`config.mk`:
```
export PLATFORM = sky130hd
export DESIGN_NAME = first_substring_match_finder
export DESIGN_NICKNAME = d
export VERILOG_FILES = /design/src/hdl/fsmf_pkg.sv /design/src/hdl/first_substring_match_finder.sv /design/src/hdl/fsmf_cell.sv /design/src/hdl/fsmf_out_buf.sv
export VERILOG_INCLUDE_DIRS = /design/src /design/src/hdl
export SDC_FILE = /design/constraint.sdc
export NUM_CORES = 2
export LEC_CHECK = 0
export BUFFER_PORTS_ARGS = -buffer_cell sky130_fd_sc_hd__clkbuf_2
export CORE_MARGIN = 1.5
export CORE_UTILIZATION = 65
export DETAILED_ROUTE_END_ITERATION = 7
export GPL_TIMING_DRIVEN = 0
export MAX_ROUTING_LAYER = met4
export PLACE_DENSITY = 0.82
export SYNTH_ARGS = -nofsm -noshare
export SYNTH_HDL_FRONTEND = slang
export SYNTH_HIERARCHICAL = 1
export SYNTH_SLANG_ARGS = --single-unit
```
`constraint.sdc`:
```
create_clock -name clk -period 7.03 [get_ports clk]
set_input_delay 0.3515 -clock clk [delete_from_list [all_inputs] [get_ports clk]]
set_output_delay 0.3515 -clock clk [all_outputs]
set_load 0.03 [all_outputs]
```
`src/hdl/assert_macros.svh`:
```
// Assertion macros shared by the substring match finder RTL.
`ifndef ASSERT_MACROS_SVH
`define ASSERT_MACROS_SVH
`ifndef NO_ASSERTIONS
`define ASSERT_IMPLIES(lbl, clk, rst_n, ante, cons) \
	lbl: assert property (@(posedge clk) disable iff (!rst_n) (ante) |-> (cons)) \
		else $error("assertion failed: same-cycle implication");
`define ASSERT_NEXT(lbl, clk, rst_n, ante, cons) \
	lbl: assert property (@(posedge clk) disable iff (!rst_n) (ante) |=> (cons)) \
		else $error("assertion failed: next-cycle implication");
`else
`define ASSERT_IMPLIES(lbl, clk, rst_n, ante, cons)
`define ASSERT_NEXT(lbl, clk, rst_n, ante, cons)
`endif
`endif

```
`src/hdl/fsmf_pkg.sv`:
```
// Shared constants and types of the substring match finder.
package fsmf_pkg;

	localparam int PATTERN_MAX = 32;
	localparam longint unsigned TEXT_MAX = 64'd65535;

	localparam int BYTE_W = 8;
	localparam int IDX_W = 5;
	localparam int LEN_W = 6;
	localparam int POS_W = 16;
	localparam int CFG_IDX_W = 1;
	localparam int CFG_DATA_W = 16;

	localparam logic [CFG_IDX_W-1:0] REG_PATTERN_LENGTH = 1'd0;
	localparam logic [CFG_IDX_W-1:0] REG_START_OFFSET = 1'd1;

	localparam logic OP_PATTERN = 1'b0;
	localparam logic OP_TEXT = 1'b1;

	typedef struct packed {
		logic shift;
		logic clear;
		logic [BYTE_W-1:0] data;
	} cell_ctrl_t;

	typedef struct packed {
		logic [POS_W-1:0] match_position;
		logic found;
		logic overflow;
	} result_t;

endpackage

```
`src/hdl/first_substring_match_finder.sv`:
```
// Top level of the substring match finder: window cells, match tracking, result buffer.
//
// Usage: pattern bytes are written as input beats with op = 0 at pattern_index.
// Text bytes follow as beats with op = 1, one byte per beat; last marks the final
// text byte of a string. The configuration channel writes pattern_length (index 0)
// and start_offset (index 1); cfg_ready is always high.
// Each text beat shifts a window of PATTERN_MAX byte cells and compares the newest
// pattern_length bytes against the pattern in the same cycle, so one input beat is
// accepted every clock cycle while the result buffer is not full.
// A last text beat yields one result beat, match_position, found and overflow,
// valid in the cycle after that beat is accepted unless an earlier result waits.
// Results go through a two-entry buffer: input beats keep flowing while one result
// waits, and in_ready drops only while two results wait on a stalled receiver.
// Reset clears the window, the text counter, the match tracking, both registers
// and the result buffer. Pattern bytes are not cleared and must be written before
// use. After each result the stream state returns to its reset value.
`include "assert_macros.svh"
module first_substring_match_finder #(
	parameter int PATTERN_MAX = fsmf_pkg::PATTERN_MAX,
	parameter longint unsigned TEXT_MAX = fsmf_pkg::TEXT_MAX
) (
	input  logic clk,
	input  logic arst_n,
	input  logic cfg_valid,
	output logic cfg_ready,
	input  logic [fsmf_pkg::CFG_IDX_W-1:0] cfg_index,
	input  logic [fsmf_pkg::CFG_DATA_W-1:0] cfg_data,
	input  logic in_valid,
	output logic in_ready,
	input  logic op,
	input  logic [fsmf_pkg::IDX_W-1:0] pattern_index,
	input  logic [fsmf_pkg::BYTE_W-1:0] data_byte,
	input  logic last,
	output logic out_valid,
	input  logic out_ready,
	output logic [fsmf_pkg::POS_W-1:0] match_position,
	output logic found,
	output logic overflow
);

	localparam int BW = fsmf_pkg::BYTE_W;
	localparam int CNT_W = $clog2(TEXT_MAX + 64'd1);
	localparam int CMP_W = (CNT_W > fsmf_pkg::POS_W) ? CNT_W : fsmf_pkg::POS_W;
	localparam int SH_W = $clog2(PATTERN_MAX + 1);

	logic [fsmf_pkg::LEN_W-1:0] pattern_length_q;
	logic [fsmf_pkg::POS_W-1:0] start_offset_q;
	logic [CNT_W-1:0] count_q;
	logic [CNT_W-1:0] first_q;
	logic seen_q;
	logic ovf_q;

	logic in_fire;
	logic text_fire;
	logic pat_fire;
	logic buf_full;
	logic [fsmf_pkg::LEN_W-1:0] len;
	logic [SH_W-1:0] sh;
	logic [BW*PATTERN_MAX-1:0] rev_flat;
	logic [BW*PATTERN_MAX-1:0] aligned_flat;
	logic [BW-1:0] win [PATTERN_MAX];
	logic [BW-1:0] pat [PATTERN_MAX];
	logic [PATTERN_MAX-1:0] hits;
	logic window_match;
	fsmf_pkg::cell_ctrl_t ctrl;

	logic [CNT_W-1:0] count_n;
	logic [CNT_W-1:0] first_n;
	logic [CNT_W-1:0] pos;
	logic seen_n;
	logic ovf_n;
	fsmf_pkg::result_t res;
	fsmf_pkg::result_t res_out;

	assign cfg_ready = 1'b1;
	assign in_ready = !buf_full;
	assign in_fire = in_valid && in_ready;
	assign text_fire = in_fire && (op == fsmf_pkg::OP_TEXT);
	assign pat_fire = in_fire && (op == fsmf_pkg::OP_PATTERN);

	always_ff @(posedge clk or negedge arst_n) begin
		if (!arst_n) begin
			pattern_length_q <= '0;
			start_offset_q <= '0;
		end else if (cfg_valid) begin
			case (cfg_index)
				fsmf_pkg::REG_PATTERN_LENGTH: begin
					pattern_length_q <= cfg_data[fsmf_pkg::LEN_W-1:0];
				end
				fsmf_pkg::REG_START_OFFSET: begin
					start_offset_q <= cfg_data;
				end
				default: begin
				end
			endcase
		end
	end

	assign len = (int'(pattern_length_q) > PATTERN_MAX) ? fsmf_pkg::LEN_W'(PATTERN_MAX)
		: pattern_length_q;
	assign sh = SH_W'(PATTERN_MAX) - SH_W'(len);

	assign ctrl.shift = text_fire;
	assign ctrl.clear = text_fire && last;
	assign ctrl.data = data_byte;

	// Cell k faces pattern byte len-1-k: the pattern, reversed, slides down by
	// PATTERN_MAX - len byte positions.
	assign aligned_flat = rev_flat >> {sh, 3'b000};

	for (genvar k = 0; k < PATTERN_MAX; k++) begin : g_cell
		assign rev_flat[BW*k +: BW] = pat[PATTERN_MAX-1-k];

		fsmf_cell u_cell (
			.clk         (clk),
			.arst_n      (arst_n),
			.ctrl        (ctrl),
			.prev_byte   ((k == 0) ? data_byte : win[(k == 0) ? 0 : k-1]),
			.pat_we      (pat_fire && (int'(pattern_index) == k)),
			.aligned_pat (aligned_flat[BW*k +: BW]),
			.active      (int'(len) > k),
			.win_byte    (win[k]),
			.pat_byte    (pat[k]),
			.hit         (hits[k])
		);
	end

	assign window_match = &hits;

	always_comb begin
		count_n = count_q;
		first_n = first_q;
		seen_n = seen_q;
		ovf_n = ovf_q;
		pos = count_q + 1'b1 - CNT_W'(len);
		if (count_q < CNT_W'(TEXT_MAX)) begin
			count_n = count_q + 1'b1;
			if ((len != '0) && (CMP_W'(count_n) >= CMP_W'(len)) && !seen_q
				&& (CMP_W'(pos) >= CMP_W'(start_offset_q)) && window_match) begin
				seen_n = 1'b1;
				first_n = pos;
			end
		end else begin
			ovf_n = 1'b1;
		end

		if (len == '0) begin
			res.match_position = '0;
			res.found = 1'b1;
		end else if (seen_n) begin
			res.match_position = fsmf_pkg::POS_W'(first_n);
			res.found = 1'b1;
		end else begin
			res.match_position = fsmf_pkg::POS_W'(count_n);
			res.found = 1'b0;
		end
		res.overflow = ovf_n;
	end

	always_ff @(posedge clk or negedge arst_n) begin
		if (!arst_n) begin
			count_q <= '0;
			first_q <= '0;
			seen_q <= 1'b0;
			ovf_q <= 1'b0;
		end else if (text_fire) begin
			if (last) begin
				count_q <= '0;
				first_q <= '0;
				seen_q <= 1'b0;
				ovf_q <= 1'b0;
			end else begin
				count_q <= count_n;
				first_q <= first_n;
				seen_q <= seen_n;
				ovf_q <= ovf_n;
			end
		end
	end

	fsmf_out_buf u_out_buf (
		.clk       (clk),
		.arst_n    (arst_n),
		.push      (text_fire && last),
		.din       (res),
		.full      (buf_full),
		.out_valid (out_valid),
		.out_ready (out_ready),
		.dout      (res_out)
	);

	assign match_position = res_out.match_position;
	assign found = res_out.found;
	assign overflow = res_out.overflow;

	`ASSERT_NEXT(a_stream_cleared, clk, arst_n, text_fire && last, (count_q == '0) && !seen_q && !ovf_q)
	`ASSERT_IMPLIES(a_ovf_at_limit, clk, arst_n, ovf_q, count_q == CNT_W'(TEXT_MAX))
	`ASSERT_IMPLIES(a_first_in_text, clk, arst_n, seen_q, first_q < count_q)

endmodule

```
`src/hdl/fsmf_cell.sv`:
```
// One window cell: a text byte, a pattern byte and their comparison.
module fsmf_cell (
	input  logic clk,
	input  logic arst_n,
	input  fsmf_pkg::cell_ctrl_t ctrl,
	input  logic [fsmf_pkg::BYTE_W-1:0] prev_byte,
	input  logic pat_we,
	input  logic [fsmf_pkg::BYTE_W-1:0] aligned_pat,
	input  logic active,
	output logic [fsmf_pkg::BYTE_W-1:0] win_byte,
	output logic [fsmf_pkg::BYTE_W-1:0] pat_byte,
	output logic hit
);

	logic [fsmf_pkg::BYTE_W-1:0] win_q;
	logic [fsmf_pkg::BYTE_W-1:0] pat_q;

	always_ff @(posedge clk or negedge arst_n) begin
		if (!arst_n) begin
			win_q <= '0;
		end else if (ctrl.clear) begin
			win_q <= '0;
		end else if (ctrl.shift) begin
			win_q <= prev_byte;
		end
	end

	always_ff @(posedge clk) begin
		if (pat_we) begin
			pat_q <= ctrl.data;
		end
	end

	// The compare sees the window as it stands after this beat's shift.
	assign hit = !active || (prev_byte == aligned_pat);
	assign win_byte = win_q;
	assign pat_byte = pat_q;

endmodule

```
`src/hdl/fsmf_out_buf.sv`:
```
// Two-entry result buffer between the match logic and the result channel.
`include "assert_macros.svh"
module fsmf_out_buf (
	input  logic clk,
	input  logic arst_n,
	input  logic push,
	input  fsmf_pkg::result_t din,
	output logic full,
	output logic out_valid,
	input  logic out_ready,
	output fsmf_pkg::result_t dout
);

	fsmf_pkg::result_t head_q;
	fsmf_pkg::result_t skid_q;
	logic head_v_q;
	logic skid_v_q;
	logic pop;

	assign pop = head_v_q && out_ready;
	assign full = head_v_q && skid_v_q;

	always_ff @(posedge clk or negedge arst_n) begin
		if (!arst_n) begin
			head_v_q <= 1'b0;
			skid_v_q <= 1'b0;
		end else if (pop) begin
			if (skid_v_q) begin
				skid_v_q <= 1'b0;
			end else begin
				head_v_q <= push;
			end
		end else if (push) begin
			if (head_v_q) begin
				skid_v_q <= 1'b1;
			end else begin
				head_v_q <= 1'b1;
			end
		end
	end

	always_ff @(posedge clk) begin
		if (pop) begin
			head_q <= skid_v_q ? skid_q : din;
		end else if (push && !head_v_q) begin
			head_q <= din;
		end
		if (push && head_v_q && !pop) begin
			skid_q <= din;
		end
	end

	assign out_valid = head_v_q;
	assign dout = head_q;

	`ASSERT_IMPLIES(a_skid_behind_head, clk, arst_n, skid_v_q, head_v_q)
	`ASSERT_NEXT(a_push_lands, clk, arst_n, push && !head_v_q, head_v_q)
	`ASSERT_NEXT(a_last_pop_empties, clk, arst_n, pop && !skid_v_q && !push, !head_v_q)

endmodule

```
; ---- After elaboration in Yosys (flattened, before gate mapping)
; Index checks and enable logic that the tools add are counted.
[totals]
regBits = 598
latchBits = 0
mem_bits_rw = 0
mem_bits_ro = 0
input_bits = 37
n_memories = 0
[op_classes]
n_addsub = 3
multipliers = 0
div = 0
magnitude_cmp = 36
n_eq_ne = 64
shift = 1
muxes = 84
bitwise = 2
reduce_logical = 125
[ops]
columns = cell, count
row1 = 2-to-1 mux 8 bit, 62
row2 = equality test 8 bit, 32
row3 = right shift 256 x 9 -> 256 bit, 1
row4 = "greater-than comparator 6 x 5 -> 1 bit, second input constant", 16
row5 = "equality test 5 bit, second input constant", 16
row6 = 2-to-1 mux 16 bit, 5
row7 = 2-to-1 mux 18 bit, 3
row8 = "greater-than comparator 6 x 4 -> 1 bit, second input constant", 8
row9 = logical AND 1 bit, 45
row10 = "equality test 5 x 4 -> 1 bit, second input constant", 8
row11 = logical NOT 1 bit, 36
row12 = 2-to-1 mux 17 bit, 2
row13 = logical OR 1 bit, 32
row14 = AND reduction 32 bit, 1
row15 = "greater-than comparator 6 x 3 -> 1 bit, second input constant", 4
row16 = "equality test 5 x 3 -> 1 bit, second input constant", 4
row17 = "adder 16 x 1 -> 16 bit, second input constant", 1
row18 = >= comparator 16 bit, 1
row19 = >= comparator 16 x 6 -> 1 bit, 1
row20 = "less-than comparator 16 bit, second input constant", 1
row21 = subtractor 16 x 6 -> 16 bit, 1
row22 = "greater-than comparator 6 x 1 -> 1 bit, second input constant", 2
row23 = "greater-than comparator 6 x 2 -> 1 bit, second input constant", 2
row24 = 2-to-1 mux 1 bit, 11
row25 = other kinds (12), 20

; ---- Longest topological paths before layout
[logic_depth]
ltp_word = 14
mapped_depth = 26
depth_no_buf = 20

; ---- Cells and area by module
; The synthesis kept the hierarchy.
[modules_own_cells]
columns = module, n_inst, cells_each, area_each_um2
row1 = fsmf_cell, 32, 45, 653.1
row2 = first_substring_match_finder, 1, 2331, 17003.8
row3 = fsmf_out_buf, 1, 67, 1457.6

; ---- Worst setup path after synthesis
; Ideal clock, no wire load.
[synth_timing]
path_type = register -> register
startpoint = register pattern_length_q[5] (netlist bit)
endpoint = register u_out_buf.head_q (netlist bit u_out_buf/dout[15]) (data pin)
t_arrival_ns = 5.074
setup_slack_ns = 1.696
stages_incl_launch_ff = 27
path_buffers = 9
synth_period_minus_slack_ns = 5.334
path_cell_list = dfrtp_1 -> nor2b_1 -> buf_2 -> buf_4 -> buf_2 -> buf_2 -> ha_1 -> buf_2 -> buf_2 -> buf_2 -> buf_1 -> mux2i_1 -> nand2_1 -> a21oi_1 -> nor2_1 -> o22ai_1 -> xnor2_1 -> nand4_1 -> o21ai_1 -> nand4_1 -> nor4_1 -> and4_1 -> o221ai_4 -> buf_2 -> o21ai_0 -> o22ai_1 -> mux2_2
[synth_rtl]
columns = item, line
row1 = "start, declared", first_substring_match_finder.sv:46  ; logic [fsmf_pkg::LEN_W-1:0] pattern_length_q;
row2 = "start signal, assigned", first_substring_match_finder.sv:88  ; pattern_length_q <= cfg_data[fsmf_pkg::LEN_W-1:0];
row3 = "end signal, assigned", fsmf_out_buf.sv:44  ; head_q <= skid_v_q ? skid_q : din;
row4 = "end signal, assigned", fsmf_out_buf.sv:46  ; head_q <= din;
row5 = "end, declared", fsmf_out_buf.sv:14  ; fsmf_pkg::result_t head_q;

==> results.ini <==
[run_status]
status = complete, but fails checks
violations = DRC, setup timing

[detailed_routing]
drc = 440
drtAntennaViolNets = 0
finalWirelength_mm = 182
dr.pass1.iters = 8
via_count = 36700
routedWlPerCell_um = 37.7
vias_per_cell = 7.60
drtIter0Drc = 7302

[timing]
relSlewSlack_pct = 4.80
finalHoldViolCount = 0
timing.final.crit_period_ps = 7390
skew_ps = 27.0
setup_violations = 18
fmax_mhz = 135
worst_slack_ps = -356
tightest_slew_ps = 1410
drv_slew = 0
finalCritPeriodShare_pct = 105

[power]
power_switching_uw = 7300
clockPowerShare_pct = 21.0
comb_power_share_pct = 54.1
power_density_nw_per_um2 = 351
p_sw_share_pct = 46.5
vdd_drop_max_uv = 336
cellLeakagePower_uw = 0.0184
p_int_uw = 8380
seq_power_share_pct = 24.8

[die]
coreArea_sq_um = 59200
initial_core_util_pct = 65.9
rows = 89
floorplan.die_area_sq_um = 61500
ioPinCount = 58
die_h_um = 248
dieWidth_um = 248

[cts]
clk_pin_slew_ps = 60
cts_tree = done
ctsHtreeMaxLevel = 2
cts_buffer_depth = 3
clock_sinks = 598
cts_made_buffers = 59
worstSkewPairLatency_ps = 670
cts-root-buf = clkbuf_16

[grt]
grt_pass1_wl_mm = 248
grt_start_max_net_pins = 118
grt_pass1_vias = 34400
track_usage_pct = 59.6
gr-total-overflow = 0
antenna_found_initial = 17

[layout]
layout.nets = 4052
most-common-layout-cells = mux2i_1 (695), nand2_1 (447), nor2_1 (383), dfrtp_1 (305), edfxtp_1 (292)
multi_input_area_sq_um = 22500
seq_area_sq_um = 16400
final_common_cell = mux2i_1
areaGrowthSynthToFinish_pct = 14.5
design_area_sq_um = 44700
num-fill-cells = 3689
final_layout_size_suffix_gt1_share_pct = 17.0

[synthesis]
syn_inst = 3812
syn-cell-area_sq_um = 39000
yosys_warnings = 6
avgSynthCellArea_sq_um = 10.2
synth_nets = 3876

[critical_path]
path_buf_inv = 8
r2r_start = pattern_length_q[5]
startpoint_type = register
crit_type = register to register
slowest_delay_ps = 570
crit_path_end_kind = register
worstPathCellList = nor2b_2 -> buf_4 -> buf_4 -> buf_8 -> buf_12 -> ha_4 -> clkbuf_4 -> clkbuf_4 -> mux2i_1 -> mux2i_1 -> a21oi_4 -> a32o_1 -> xnor2_1 -> nand4_1 -> o21ai_1 -> nand4_1 -> nor4_4 -> buf_4 -> and4_1 -> o221ai_4 -> buf_2 -> o21ai_0 -> o22ai_1 -> mux2_2
r2r_end = u_out_buf/dout[15]
crit_path_frequent_cell = buf_4
crit_family = buffers and inverters
rr_worst_depth = 24
crit_path_max_fanout = 11
rrSetupSlack_ps = -360
cp.arrival_ps = 7780
critical_path.slowest_cell = mux2i_1
required_ps = 7430

[placement]
hpwl_mm = 132
place.port_buffers = 54
place_ws_ps = -3120
post_dp_cell_area_sq_um = 40400
place_congestion = 1.22

[min_path]
hold-path-endpoint = u_out_buf/skid_v_q
hold_path.class = input port to register
min-delay-start = out_ready
hold_depth = 2

[job]
cap_violations = 0

power groups by stage:
stage	logic, uW	clock network (uW)	registers, uW
6_report	8480	3300	3890
5_1_grt	8330	3390	3890
4_1_cts	7290	3260	3880
3_5_place_dp	6690	0	3950
3_3_place_gp	6630	0	3940
2_1_floorplan	4070	0	3920
state kept, by name (all words and copies together), names as in the netlist:
register	flops
u_out_buf/skid_v_q	1
u_out_buf/out_valid	1
first_q	16
pattern_length_q	6
u_out_buf/skid_q	18
g_cell.u_cell/pat_byte	256
start_offset_q	16
count_q	16
g_cell.u_cell/win_byte	248
seen_q	1
ovf_q	1
u_out_buf/dout	18
layout make-up:
class,count,area share [%]
Inverter,52,0.445
Tap cell,773,2.16
Timing Repair Buffer,117,2.00
Multi-Input combinational cell,2878,50.3
Buffer,282,3.81
Clock inverter,34,0.778
Clock buffer,73,3.64
Sequential cell,598,36.8
Antenna cell,14,0.0784
timing repair:
item | CTS | global route
cloned | 0 | 0
resized for setup | 281 | 157
hold buffers | 17 | 0
pin swaps | 11 | 11
endpoints found under the hold margin | 96 | 0
endpoints found under the setup margin | 51 | 51
buffers inserted | 17 | 26
per-layer routing:
layer,wire length (um),GRT usage (%),vias to the layer above,share of wire [%]
met3,29700,25.0,1276,16
met1,60900,70.3,17300,34
li1,-,-,14000,-
met5,0,-,-,0
met4,19100,43.2,0,11
met2,72000,81.4,4032,40
worst max path at each step:
stage | start | cells past startpoint | slack, ps | endpoint
final | pattern_length_q[5] | 24 | -360 | u_out_buf/dout[15]
after detailed placement | pattern_length_q[5] | 24 | -3120 | u_out_buf/dout[15]
after floorplan | pattern_length_q[5] | 26 | 1700 | u_out_buf/dout[15]
after global routing | pattern_length_q[5] | 26 | -100 | u_out_buf/dout[15]
after CTS | pattern_length_q[5] | 25 | 3 | u_out_buf/dout[15]
after global placement | pattern_length_q[5] | 24 | -3130 | u_out_buf/dout[15]
worst reg2reg max path, cell delays in order, from the launching register on:
cell and delay, ps:
dfrtp_2 530, nor2b_2 290, buf_4 300, buf_4 290, buf_8 260, buf_12 250
ha_4 320, clkbuf_4 320, clkbuf_4 310, mux2i_1 580, mux2i_1 310, a21oi_4 480
a32o_1 290, xnor2_1 140, nand4_1 130, o21ai_1 190, nand4_1 280, nor4_4 310
buf_4 190, and4_1 240, o221ai_4 170, buf_2 250, o21ai_0 160, o22ai_1 230
mux2_2 330
per-stage QoR:
stage | util, % | TNS, ps | power (uW) | hold WS, ps | instances
2_1_floorplan | - | 0 | 7990 | 55.9 | 3812
3_3_place_gp | 68.0 | -338240 | 10600 | 468 | 4639
3_5_place_dp | 68.1 | -142490 | 10600 | 409 | 4642
4_1_cts | 73.9 | 0 | 14400 | 47.8 | 4782
5_1_grt | 75.4 | -105 | 15600 | 59.8 | 4817
6_report | 75.4 | -2530 | 15700 | 57.1 | 4821
(Power assumes the default switching activity.)
